[src/sv/assert_macros.svh]
`ifndef ASSERT_MACROS_SVH
`define ASSERT_MACROS_SVH
// Implication check, disabled in reset.
`define ASSERT_IMPL(label, clk, rst_n, ante, cons) \
    label: assert property (@(posedge clk) disable iff (!rst_n) (ante) |-> (cons)) \
        else $error("assertion failed");
// Next-cycle implication check, disabled in reset.
`define ASSERT_NEXT(label, clk, rst_n, ante, cons) \
    label: assert property (@(posedge clk) disable iff (!rst_n) (ante) |=> (cons)) \
        else $error("assertion failed");
`endif

[src/sv/rpsf_pkg.sv]
`default_nettype none
package rpsf_pkg;
    localparam int QueueDepth = 2;

    typedef enum logic [2:0] {
        ST_OK               = 3'd0,
        ST_INVALID_ARG      = 3'd1,
        ST_INVALID_SIZE     = 3'd2,
        ST_NOT_SUPPORTED    = 3'd3,
        ST_INVALID_RESPONSE = 3'd4
    } status_t;

    typedef enum logic [2:0] {
        VT_U16 = 3'd0,
        VT_S16 = 3'd1,
        VT_U32 = 3'd2,
        VT_S32 = 3'd3,
        VT_F32 = 3'd4
    } vtype_t;

    // Classified beat: decoded operand as sign/exp/mantissa plus pre-status.
    typedef struct packed {
        logic [2:0]  status;
        logic        a_sign;
        logic [9:0]  a_exp;    // biased exponent, bias 127, may be < 1
        logic [23:0] a_man;    // normalised, bit 23 set unless zero
        logic        a_zero;
        logic        b_sign;
        logic [9:0]  b_exp;
        logic [23:0] b_man;
        logic        b_zero;
    } work_t;

    function automatic logic [4:0] lzc32(input logic [31:0] v);
        logic [4:0] n;
        logic [31:0] x;
        n = '0;
        x = v;
        if (x[31:16] == '0) begin n[4] = 1'b1; x = x << 16; end
        if (x[31:24] == '0) begin n[3] = 1'b1; x = x << 8; end
        if (x[31:28] == '0) begin n[2] = 1'b1; x = x << 4; end
        if (x[31:30] == '0) begin n[1] = 1'b1; x = x << 2; end
        if (x[31] == 1'b0) n[0] = 1'b1;
        return n;
    endfunction
endpackage
`default_nettype wire

[src/sv/register_pair_to_scaled_float.sv]
// Path: each beat passes the front register, the queue, the product stage
// and the rounding stage, in that order.
// Throughput: one beat per cycle while out_stall is low; a two-entry queue
// parts the decode front from the two-stage multiply back, which holds on out_stall.
// Reset: rst_n clears all valid flags, queue pointers and the word order
// (high word first); payload registers are not reset.
`default_nettype none
`include "assert_macros.svh"
module register_pair_to_scaled_float #(
    parameter int QueueDepth = rpsf_pkg::QueueDepth
) (
    input  wire logic        clk,
    input  wire logic        rst_n,
    input  wire logic        cfg_we,
    input  wire logic [0:0]  cfg_wdata,
    input  wire logic        in_valid,
    output logic             in_stall,
    input  wire logic [15:0] reg_first,
    input  wire logic [15:0] reg_second,
    input  wire logic [7:0]  reg_count,
    input  wire logic [2:0]  value_type,
    input  wire logic [31:0] scale_bits,
    output logic             out_valid,
    input  wire logic        out_stall,
    output logic [31:0]      value_bits,
    output logic [2:0]       status
);
    logic low_first_reg;
    rpsf_pkg::work_t front_work, q_data;
    logic front_valid, front_take, q_full, q_ne, back_take, take;

    // Hold the word order; the user must write it only while idle, the block does not enforce this.
    always_ff @(posedge clk or negedge rst_n)
    begin
        if (!rst_n)
            low_first_reg <= 1'b0;
        else if (cfg_we)
            low_first_reg <= cfg_wdata[0];
    end

    // Advance the front register whenever it empties into the queue.
    assign front_take = front_valid && !q_full;
    assign in_stall   = front_valid && q_full;
    assign take       = in_valid && !in_stall;

    rpsf_front u_front (
        .clk, .rst_n,
        .low_first(low_first_reg),
        .reg_first, .reg_second, .reg_count, .value_type, .scale_bits,
        .take,
        .work_reg(front_work),
        .work_valid_reg(front_valid),
        .work_take(front_take)
    );

    rpsf_queue #(.Depth(QueueDepth)) u_queue (
        .clk, .rst_n,
        .push(front_take), .push_data(front_work), .full(q_full),
        .pop(back_take), .pop_data(q_data), .not_empty(q_ne)
    );

    rpsf_back u_back (
        .clk, .rst_n,
        .work(q_data), .work_valid(q_ne), .work_take(back_take),
        .value_bits, .status, .out_valid, .out_stall
    );

    `ASSERT_NEXT(a_hold_stalled, clk, rst_n, out_valid && out_stall,
        out_valid && $stable(value_bits) && $stable(status))
    `ASSERT_IMPL(a_fail_zero, clk, rst_n, out_valid && status != rpsf_pkg::ST_OK,
        value_bits == 32'd0)
    `ASSERT_IMPL(a_no_pop_empty, clk, rst_n, back_take, q_ne)
endmodule
`default_nettype wire

[src/sv/rpsf_front.sv]
`default_nettype none
// Classify the beat, join words, turn integers into rounded binary32 fields.
module rpsf_front (
    input  wire logic                 clk,
    input  wire logic                 rst_n,
    input  wire logic                 low_first,
    input  wire logic [15:0]          reg_first,
    input  wire logic [15:0]          reg_second,
    input  wire logic [7:0]           reg_count,
    input  wire logic [2:0]           value_type,
    input  wire logic [31:0]          scale_bits,
    input  wire logic                 take,
    output rpsf_pkg::work_t           work_reg,
    output logic                      work_valid_reg,
    input  wire logic                 work_take
);
    logic [31:0] raw;
    logic [31:0] mag;
    logic        neg;
    logic [4:0]  lz;
    logic [31:0] norm;
    logic [24:0] rnd;
    logic        rup;
    rpsf_pkg::work_t work_next;
    logic [22:0] sfrac;
    logic [7:0]  sexp;
    logic [4:0]  slz;
    logic [22:0] rfrac;
    logic [7:0]  rexp;
    logic [4:0]  rlz;

    assign raw = low_first ? {reg_second, reg_first} : {reg_first, reg_second};
    assign sfrac = scale_bits[22:0];
    assign sexp  = scale_bits[30:23];
    assign rfrac = raw[22:0];
    assign rexp  = raw[30:23];
    assign slz = rpsf_pkg::lzc32({sfrac, 9'h1ff});
    assign rlz = rpsf_pkg::lzc32({rfrac, 9'h1ff});

    always_comb
    begin
        case (value_type)
            rpsf_pkg::VT_U16: begin neg = 1'b0; mag = {16'd0, reg_first}; end
            rpsf_pkg::VT_S16: begin
                neg = reg_first[15];
                mag = reg_first[15] ? (32'd0 - {{16{1'b1}}, reg_first})
                                    : {16'd0, reg_first};
            end
            rpsf_pkg::VT_S32: begin
                neg = raw[31];
                mag = raw[31] ? (32'd0 - raw) : raw;
            end
            default: begin neg = 1'b0; mag = raw; end
        endcase
    end

    assign lz   = rpsf_pkg::lzc32(mag);
    assign norm = mag << lz;
    assign rup  = norm[7] & (norm[8] | (norm[6:0] != '0));
    assign rnd  = {1'b0, norm[31:8]} + {24'd0, rup};

    always_comb
    begin
        work_next = '0;
        // scale operand
        work_next.b_sign = scale_bits[31];
        work_next.b_zero = (scale_bits[30:0] == '0);
        if (sexp == '0) begin
            work_next.b_man = {sfrac, 1'b0} << slz;
            work_next.b_exp = 10'd0 - {5'd0, slz};
        end else begin
            work_next.b_man = {1'b1, sfrac};
            work_next.b_exp = {2'd0, sexp};
        end
        // decoded operand
        if (value_type == rpsf_pkg::VT_F32) begin
            work_next.a_sign = raw[31];
            work_next.a_zero = (raw[30:0] == '0);
            if (rexp == '0) begin
                work_next.a_man = {rfrac, 1'b0} << rlz;
                work_next.a_exp = 10'd0 - {5'd0, rlz};
            end else begin
                work_next.a_man = {1'b1, rfrac};
                work_next.a_exp = {2'd0, rexp};
            end
        end else begin
            work_next.a_sign = neg;
            work_next.a_zero = (mag == '0);
            if (rnd[24]) begin
                work_next.a_man = 24'h800000;
                work_next.a_exp = 10'd127 + 10'd32 - {5'd0, lz};
            end else begin
                work_next.a_man = rnd[23:0];
                work_next.a_exp = 10'd127 + 10'd31 - {5'd0, lz};
            end
        end
        if (sexp == 8'hff)
            work_next.status = rpsf_pkg::ST_INVALID_ARG;
        else if (value_type > rpsf_pkg::VT_F32)
            work_next.status = rpsf_pkg::ST_NOT_SUPPORTED;
        else if (reg_count == '0 ||
                 (value_type >= rpsf_pkg::VT_U32 && reg_count < 8'd2))
            work_next.status = rpsf_pkg::ST_INVALID_SIZE;
        else if (value_type == rpsf_pkg::VT_F32 && rexp == 8'hff)
            work_next.status = rpsf_pkg::ST_INVALID_RESPONSE;
        else
            work_next.status = rpsf_pkg::ST_OK;
    end

    always_ff @(posedge clk or negedge rst_n)
    begin
        if (!rst_n)
            work_valid_reg <= 1'b0;
        else if (take)
            work_valid_reg <= 1'b1;
        else if (work_take)
            work_valid_reg <= 1'b0;
    end

    always_ff @(posedge clk)
    begin
        if (take)
            work_reg <= work_next;
    end
endmodule
`default_nettype wire

[src/sv/rpsf_queue.sv]
`default_nettype none
// Two-entry queue between the front and back halves.
module rpsf_queue #(
    parameter int Depth = rpsf_pkg::QueueDepth
) (
    input  wire logic            clk,
    input  wire logic            rst_n,
    input  wire logic            push,
    input  wire rpsf_pkg::work_t push_data,
    output logic                 full,
    input  wire logic            pop,
    output rpsf_pkg::work_t      pop_data,
    output logic                 not_empty
);
    localparam int Aw = (Depth > 1) ? $clog2(Depth) : 1;
    rpsf_pkg::work_t mem [Depth];
    logic [Aw-1:0] wr_reg, rd_reg;
    logic [Aw:0]   cnt_reg;

    assign full      = (cnt_reg == (Aw+1)'(Depth));
    assign not_empty = (cnt_reg != '0);
    assign pop_data  = mem[rd_reg];

    always_ff @(posedge clk or negedge rst_n)
    begin
        if (!rst_n) begin
            wr_reg <= '0;
            rd_reg <= '0;
            cnt_reg <= '0;
        end else begin
            if (push)
                wr_reg <= (wr_reg == Aw'(Depth - 1)) ? '0 : wr_reg + 1'b1;
            if (pop)
                rd_reg <= (rd_reg == Aw'(Depth - 1)) ? '0 : rd_reg + 1'b1;
            cnt_reg <= cnt_reg + (Aw+1)'(push) - (Aw+1)'(pop);
        end
    end

    always_ff @(posedge clk)
    begin
        if (push)
            mem[wr_reg] <= push_data;
    end
endmodule
`default_nettype wire

[src/sv/rpsf_back.sv]
`default_nettype none
// Multiply two unpacked operands and round to binary32, subnormals kept.
module rpsf_back (
    input  wire logic           clk,
    input  wire logic           rst_n,
    input  wire rpsf_pkg::work_t work,
    input  wire logic           work_valid,
    output logic                work_take,
    output logic [31:0]         value_bits,
    output logic [2:0]          status,
    output logic                out_valid,
    input  wire logic           out_stall
);
    // stage 1: product
    logic [47:0] prod_reg;
    logic [10:0] pexp_reg;
    logic        psign_reg, pzero_reg, p1_valid_reg;
    logic [2:0]  pst_reg;
    logic [31:0] vb_reg;
    logic [2:0]  st_reg;
    logic        valid_reg;
    logic        adv1, adv2;

    logic [47:0] prod_n;
    logic [10:0] e;
    logic [10:0] sh;
    logic [49:0] wide;
    logic [23:0] m;
    logic        gbit, sbit, rup;
    logic [24:0] mr;
    logic [10:0] ef;
    logic [31:0] vb_next;
    logic [2:0]  st_next;

    assign adv2 = !valid_reg || !out_stall;
    assign adv1 = !p1_valid_reg || adv2;
    assign work_take = work_valid && adv1;
    assign out_valid = valid_reg;
    assign value_bits = vb_reg;
    assign status = st_reg;

    always_ff @(posedge clk or negedge rst_n)
    begin
        if (!rst_n) begin
            p1_valid_reg <= 1'b0;
            valid_reg <= 1'b0;
        end else begin
            if (adv1) p1_valid_reg <= work_valid;
            if (adv2) valid_reg <= p1_valid_reg;
        end
    end

    always_ff @(posedge clk)
    begin
        if (adv1) begin
            prod_reg  <= work.a_man * work.b_man;
            pexp_reg  <= {work.a_exp[9], work.a_exp} + {work.b_exp[9], work.b_exp}
                         - 11'd126;
            psign_reg <= work.a_sign ^ work.b_sign;
            pzero_reg <= work.a_zero | work.b_zero;
            pst_reg   <= work.status;
        end
        if (adv2) begin
            vb_reg <= vb_next;
            st_reg <= st_next;
        end
    end

    // Normalise: product in [2^46, 2^48); bring top to bit 47.
    always_comb
    begin
        prod_n = prod_reg[47] ? prod_reg : {prod_reg[46:0], 1'b0};
        e = prod_reg[47] ? pexp_reg : pexp_reg - 11'd1;
        // e is biased exponent of value prod_n[47:24].x
        if ($signed(e) < 11'sd1) begin
            sh = 11'd1 - e;
            if (sh > 11'd49) sh = 11'd49;
        end else
            sh = '0;
        wide = {prod_n, 2'b00} >> sh[5:0];
        sbit = (sh != '0) && (({prod_n, 2'b00} & ~({50{1'b1}} << sh[5:0])) != '0);
        m    = wide[49:26];
        gbit = wide[25];
        sbit = sbit | (wide[24:0] != '0);
        rup  = gbit & (sbit | m[0]);
        mr   = {1'b0, m} + {24'd0, rup};
        ef   = ($signed(e) < 11'sd1) ? 11'd0 : e;
        if (mr[24]) begin
            ef = ef + 11'd1;
            mr = {1'b0, 1'b1, 23'd0};
        end else if (ef == '0 && mr[23])
            ef = 11'd1;
        st_next = pst_reg;
        vb_next = '0;
        if (pst_reg == rpsf_pkg::ST_OK) begin
            if (pzero_reg)
                vb_next = {psign_reg, 31'd0};
            else if ($signed(ef) >= 11'sd255)
                st_next = rpsf_pkg::ST_INVALID_RESPONSE;
            else
                vb_next = {psign_reg, ef[7:0], mr[22:0]};
        end
    end
endmodule
`default_nettype wire
[config.mk]
export PLATFORM = sky130hd
export DESIGN_NAME = register_pair_to_scaled_float
export DESIGN_NICKNAME = d
export VERILOG_FILES = /design/src/sv/rpsf_pkg.sv /design/src/sv/register_pair_to_scaled_float.sv /design/src/sv/rpsf_front.sv /design/src/sv/rpsf_queue.sv /design/src/sv/rpsf_back.sv
export VERILOG_INCLUDE_DIRS = /design/src /design/src/sv
export SDC_FILE = /design/constraint.sdc
export NUM_CORES = 2
export LEC_CHECK = 0
export BUFFER_PORTS_ARGS = -buffer_cell sky130_fd_sc_hd__buf_2
export CORE_MARGIN = 10
export CORE_UTILIZATION = 45
export CTS_CLUSTER_SIZE = 8
export DETAILED_ROUTE_END_ITERATION = 10
export GPL_TIMING_DRIVEN = 0
export PLACE_DENSITY_LB_ADDON = 0.25
export SYNTH_ARGS = -nofsm -noshare
export SYNTH_HDL_FRONTEND = slang
export SYNTH_HIERARCHICAL = 1
export SYNTH_SLANG_ARGS = --single-unit
[constraint.sdc]
create_clock -name clk -period 9.13 [get_ports clk]
set_input_delay 1.3695 -clock clk [delete_from_list [all_inputs] [get_ports clk]]
set_output_delay 1.3695 -clock clk [all_outputs]
set_load 0.005 [all_outputs]
==> run metrics <==
status finished with violations; failing checks capacitance limit; Rows 117; WL/cell 26.9 um; Critical Path Sink Type flop; fin crit share 98.0%; Mean Syn Cell Area 9.05 sq um; post-synthesis sequential area ratio 21.5%; CP Launch Type flop; core outline area 101,000 sq um; Largest register FFs 150; number of flops mapped to enable cells by yosys 322; GR peak layer met2; most instantiated cells after synthesis nand2_1, inv_1, fa_1; cell type with the largest total area after synthesis edfxtp_1; Synth Instances 5,067; max-slew violations 0; drt first pass iters 8; IO Count 118; Slowest cell on crit path fa_1; max_cap viols 1; Yosys warnings 6; Routed Wire Length 179 mm; Clock Latency Late Sink 590 ps; 1st-iter DRT viols 4,346; Largest stage delay, worst path 560 ps; total gr overflow 0; Post-Syn Nets 5,837; antenna violations before repair 9; DP Cell Count 6,554; peak fanout along the critical path 10; DRC 0; synthesized cell area 45,800 sq um; Detail Route Antenna Nets 0; routed vias 41,300; first-pass GRT wire length 267 mm; Die ar. 115,000 sq um; Chip Width 339 um; M2 GR Usage 49.7%; final net count 6,033; Worst-Margin Slew 1460 ps; buffers added on ports 108; Slew headroom 0.111%; synth top area cells edfxtp_1, fa_1, ha_1; clock root cell clkbuf_16; Cell variety after synth 124; post-synth top area share 21.1%; Worst EP arrival 9240 ps; Worst Hold Class reg -> reg; vias per std cell 6.21; Final Util 50.1%; Top FF cell, synth edfxtp_1; initial core utilization 45.2%; final std cells w/o fill 6,650; FF+latch count, synth 330; Fmax 112 MHz; hold buffers post-CTS 0; Worst EP required 9430 ps; largest net degree at the start of global routing 62; area delta synth->final 10.9%; TritonCTS buffer count 48; GR Util met1 37.1%; Setup Viol. Count Final 0; TritonCTS clock tree yes; Global Route met3 Usage 4.65%; global placer's final weighted congestion 1.01; htree depth 2; fin crit period 8940 ps; chip height 339 um; clk_skew 34.9 ps; total clock sinks 330; most common cell in the netlist nand2_1; final hold vios 0; async set or reset register ratio after synthesis 2.42%; CTS max path bufs 3; Worst-path clk slew 50 ps; layout cells sized above 1 12.9%; WS Path Type reg -> reg; overall global routing resource usage 30.2%; Post-DP HPWL 142 mm; number of global-route vias before repair 41,500; CP most frequent cell fa_1
## layout make-up
class / count / area, sq um
fill: 9777 / 50600
multi-input combinational: 3888 / 33300
sequential: 330 / 9870
inverter: 544 / 2050
tap: 1368 / 1710
buffer: 297 / 1530
clock buffer: 60 / 1250
timing repair buffer: 154 / 1010
clock inverter: 6 / 144
antenna: 3 / 7.51
## worst max-delay path, delay by kind of cell (launching register included)
| family | cells | cell delay (ps) |
|---|---|---|
| fa+ha+maj | 8 | 3850 |
| flops | 1 | 480 |
| buf+inv | 3 | 640 |
| xor+xnor | 1 | 140 |
| simple gates | 4 | 660 |
| compound gates | 12 | 2390 |
| mux | 1 | 440 |
## routing by layer
layer  vias to the layer above  share of wire [%]
li1                      18000                  -
met1                     20300                 38
met4                         4                7.3
met3                       647                8.1
met5                         -              0.013
met2                      2254                 47
## logic make-up after synthesis
logic type	count (synthesis)	synth area share, %
simple gates	1794	19.5
compound gates	966	14.7
buf+inv	849	7.46
fa+ha+maj	689	26.7
flops	330	21.5
mux	316	7.64
xor+xnor	123	2.38
## worst paths after layout
path	start	endpoint	slack, ps	cells past startpoint
min	u_front/work_reg[10]	u_queue/mem[1][10]	430	0
min in group asynchronous	rst_n	u_back/out_valid	630	1
max	u_queue/rd_reg	u_back/prod_reg[46]	190	29
max in group asynchronous	rst_n	u_queue/rd_reg	8320	1
max reg2reg	u_queue/rd_reg	u_back/prod_reg[46]	190	29
min reg2reg	u_front/work_reg[10]	u_queue/mem[1][10]	430	0
## through the flow
stage	cell area, sq um	hold WS (ps)	setup WS (ps)	TNS [ps]
floorplan	45800	421	753	0
finish	50800	430	186	0
global route	50800	436	-109	-122
CTS	50300	418	0.891	0
detailed placement	48300	430	-2520	-88180
global placement	48100	423	-2860	-194720
## layout by cell type (no fill, tap or decap), types with 47 or more instances in the layout
master,count
inv_1,542
nand2_1,672
nor2_1,308
clkbuf_1,149
a21oi_1,202
nand4_1,48
and2_1,254
buf_2,151
buf_4,53
nand3_1,103
ha_1,203
mux2_2,91
clkbuf_2,47
clkbuf_16,48
o21ai_0,173
xor2_1,51
fa_1,483
o211ai_1,48
edfxtp_1,322
mux2i_1,170
nor3_1,99
xnor2_1,71
## what timing repair did
item,in CTS,in global routing
pin swaps,9,16
setup buffers,11,24
gates resized for setup,143,124
endpoints found under the setup margin,79,68
Power is left out: the tool's default activity adds up to more than one toggle a clock period on the data nets, which glitch-free logic cannot reach.
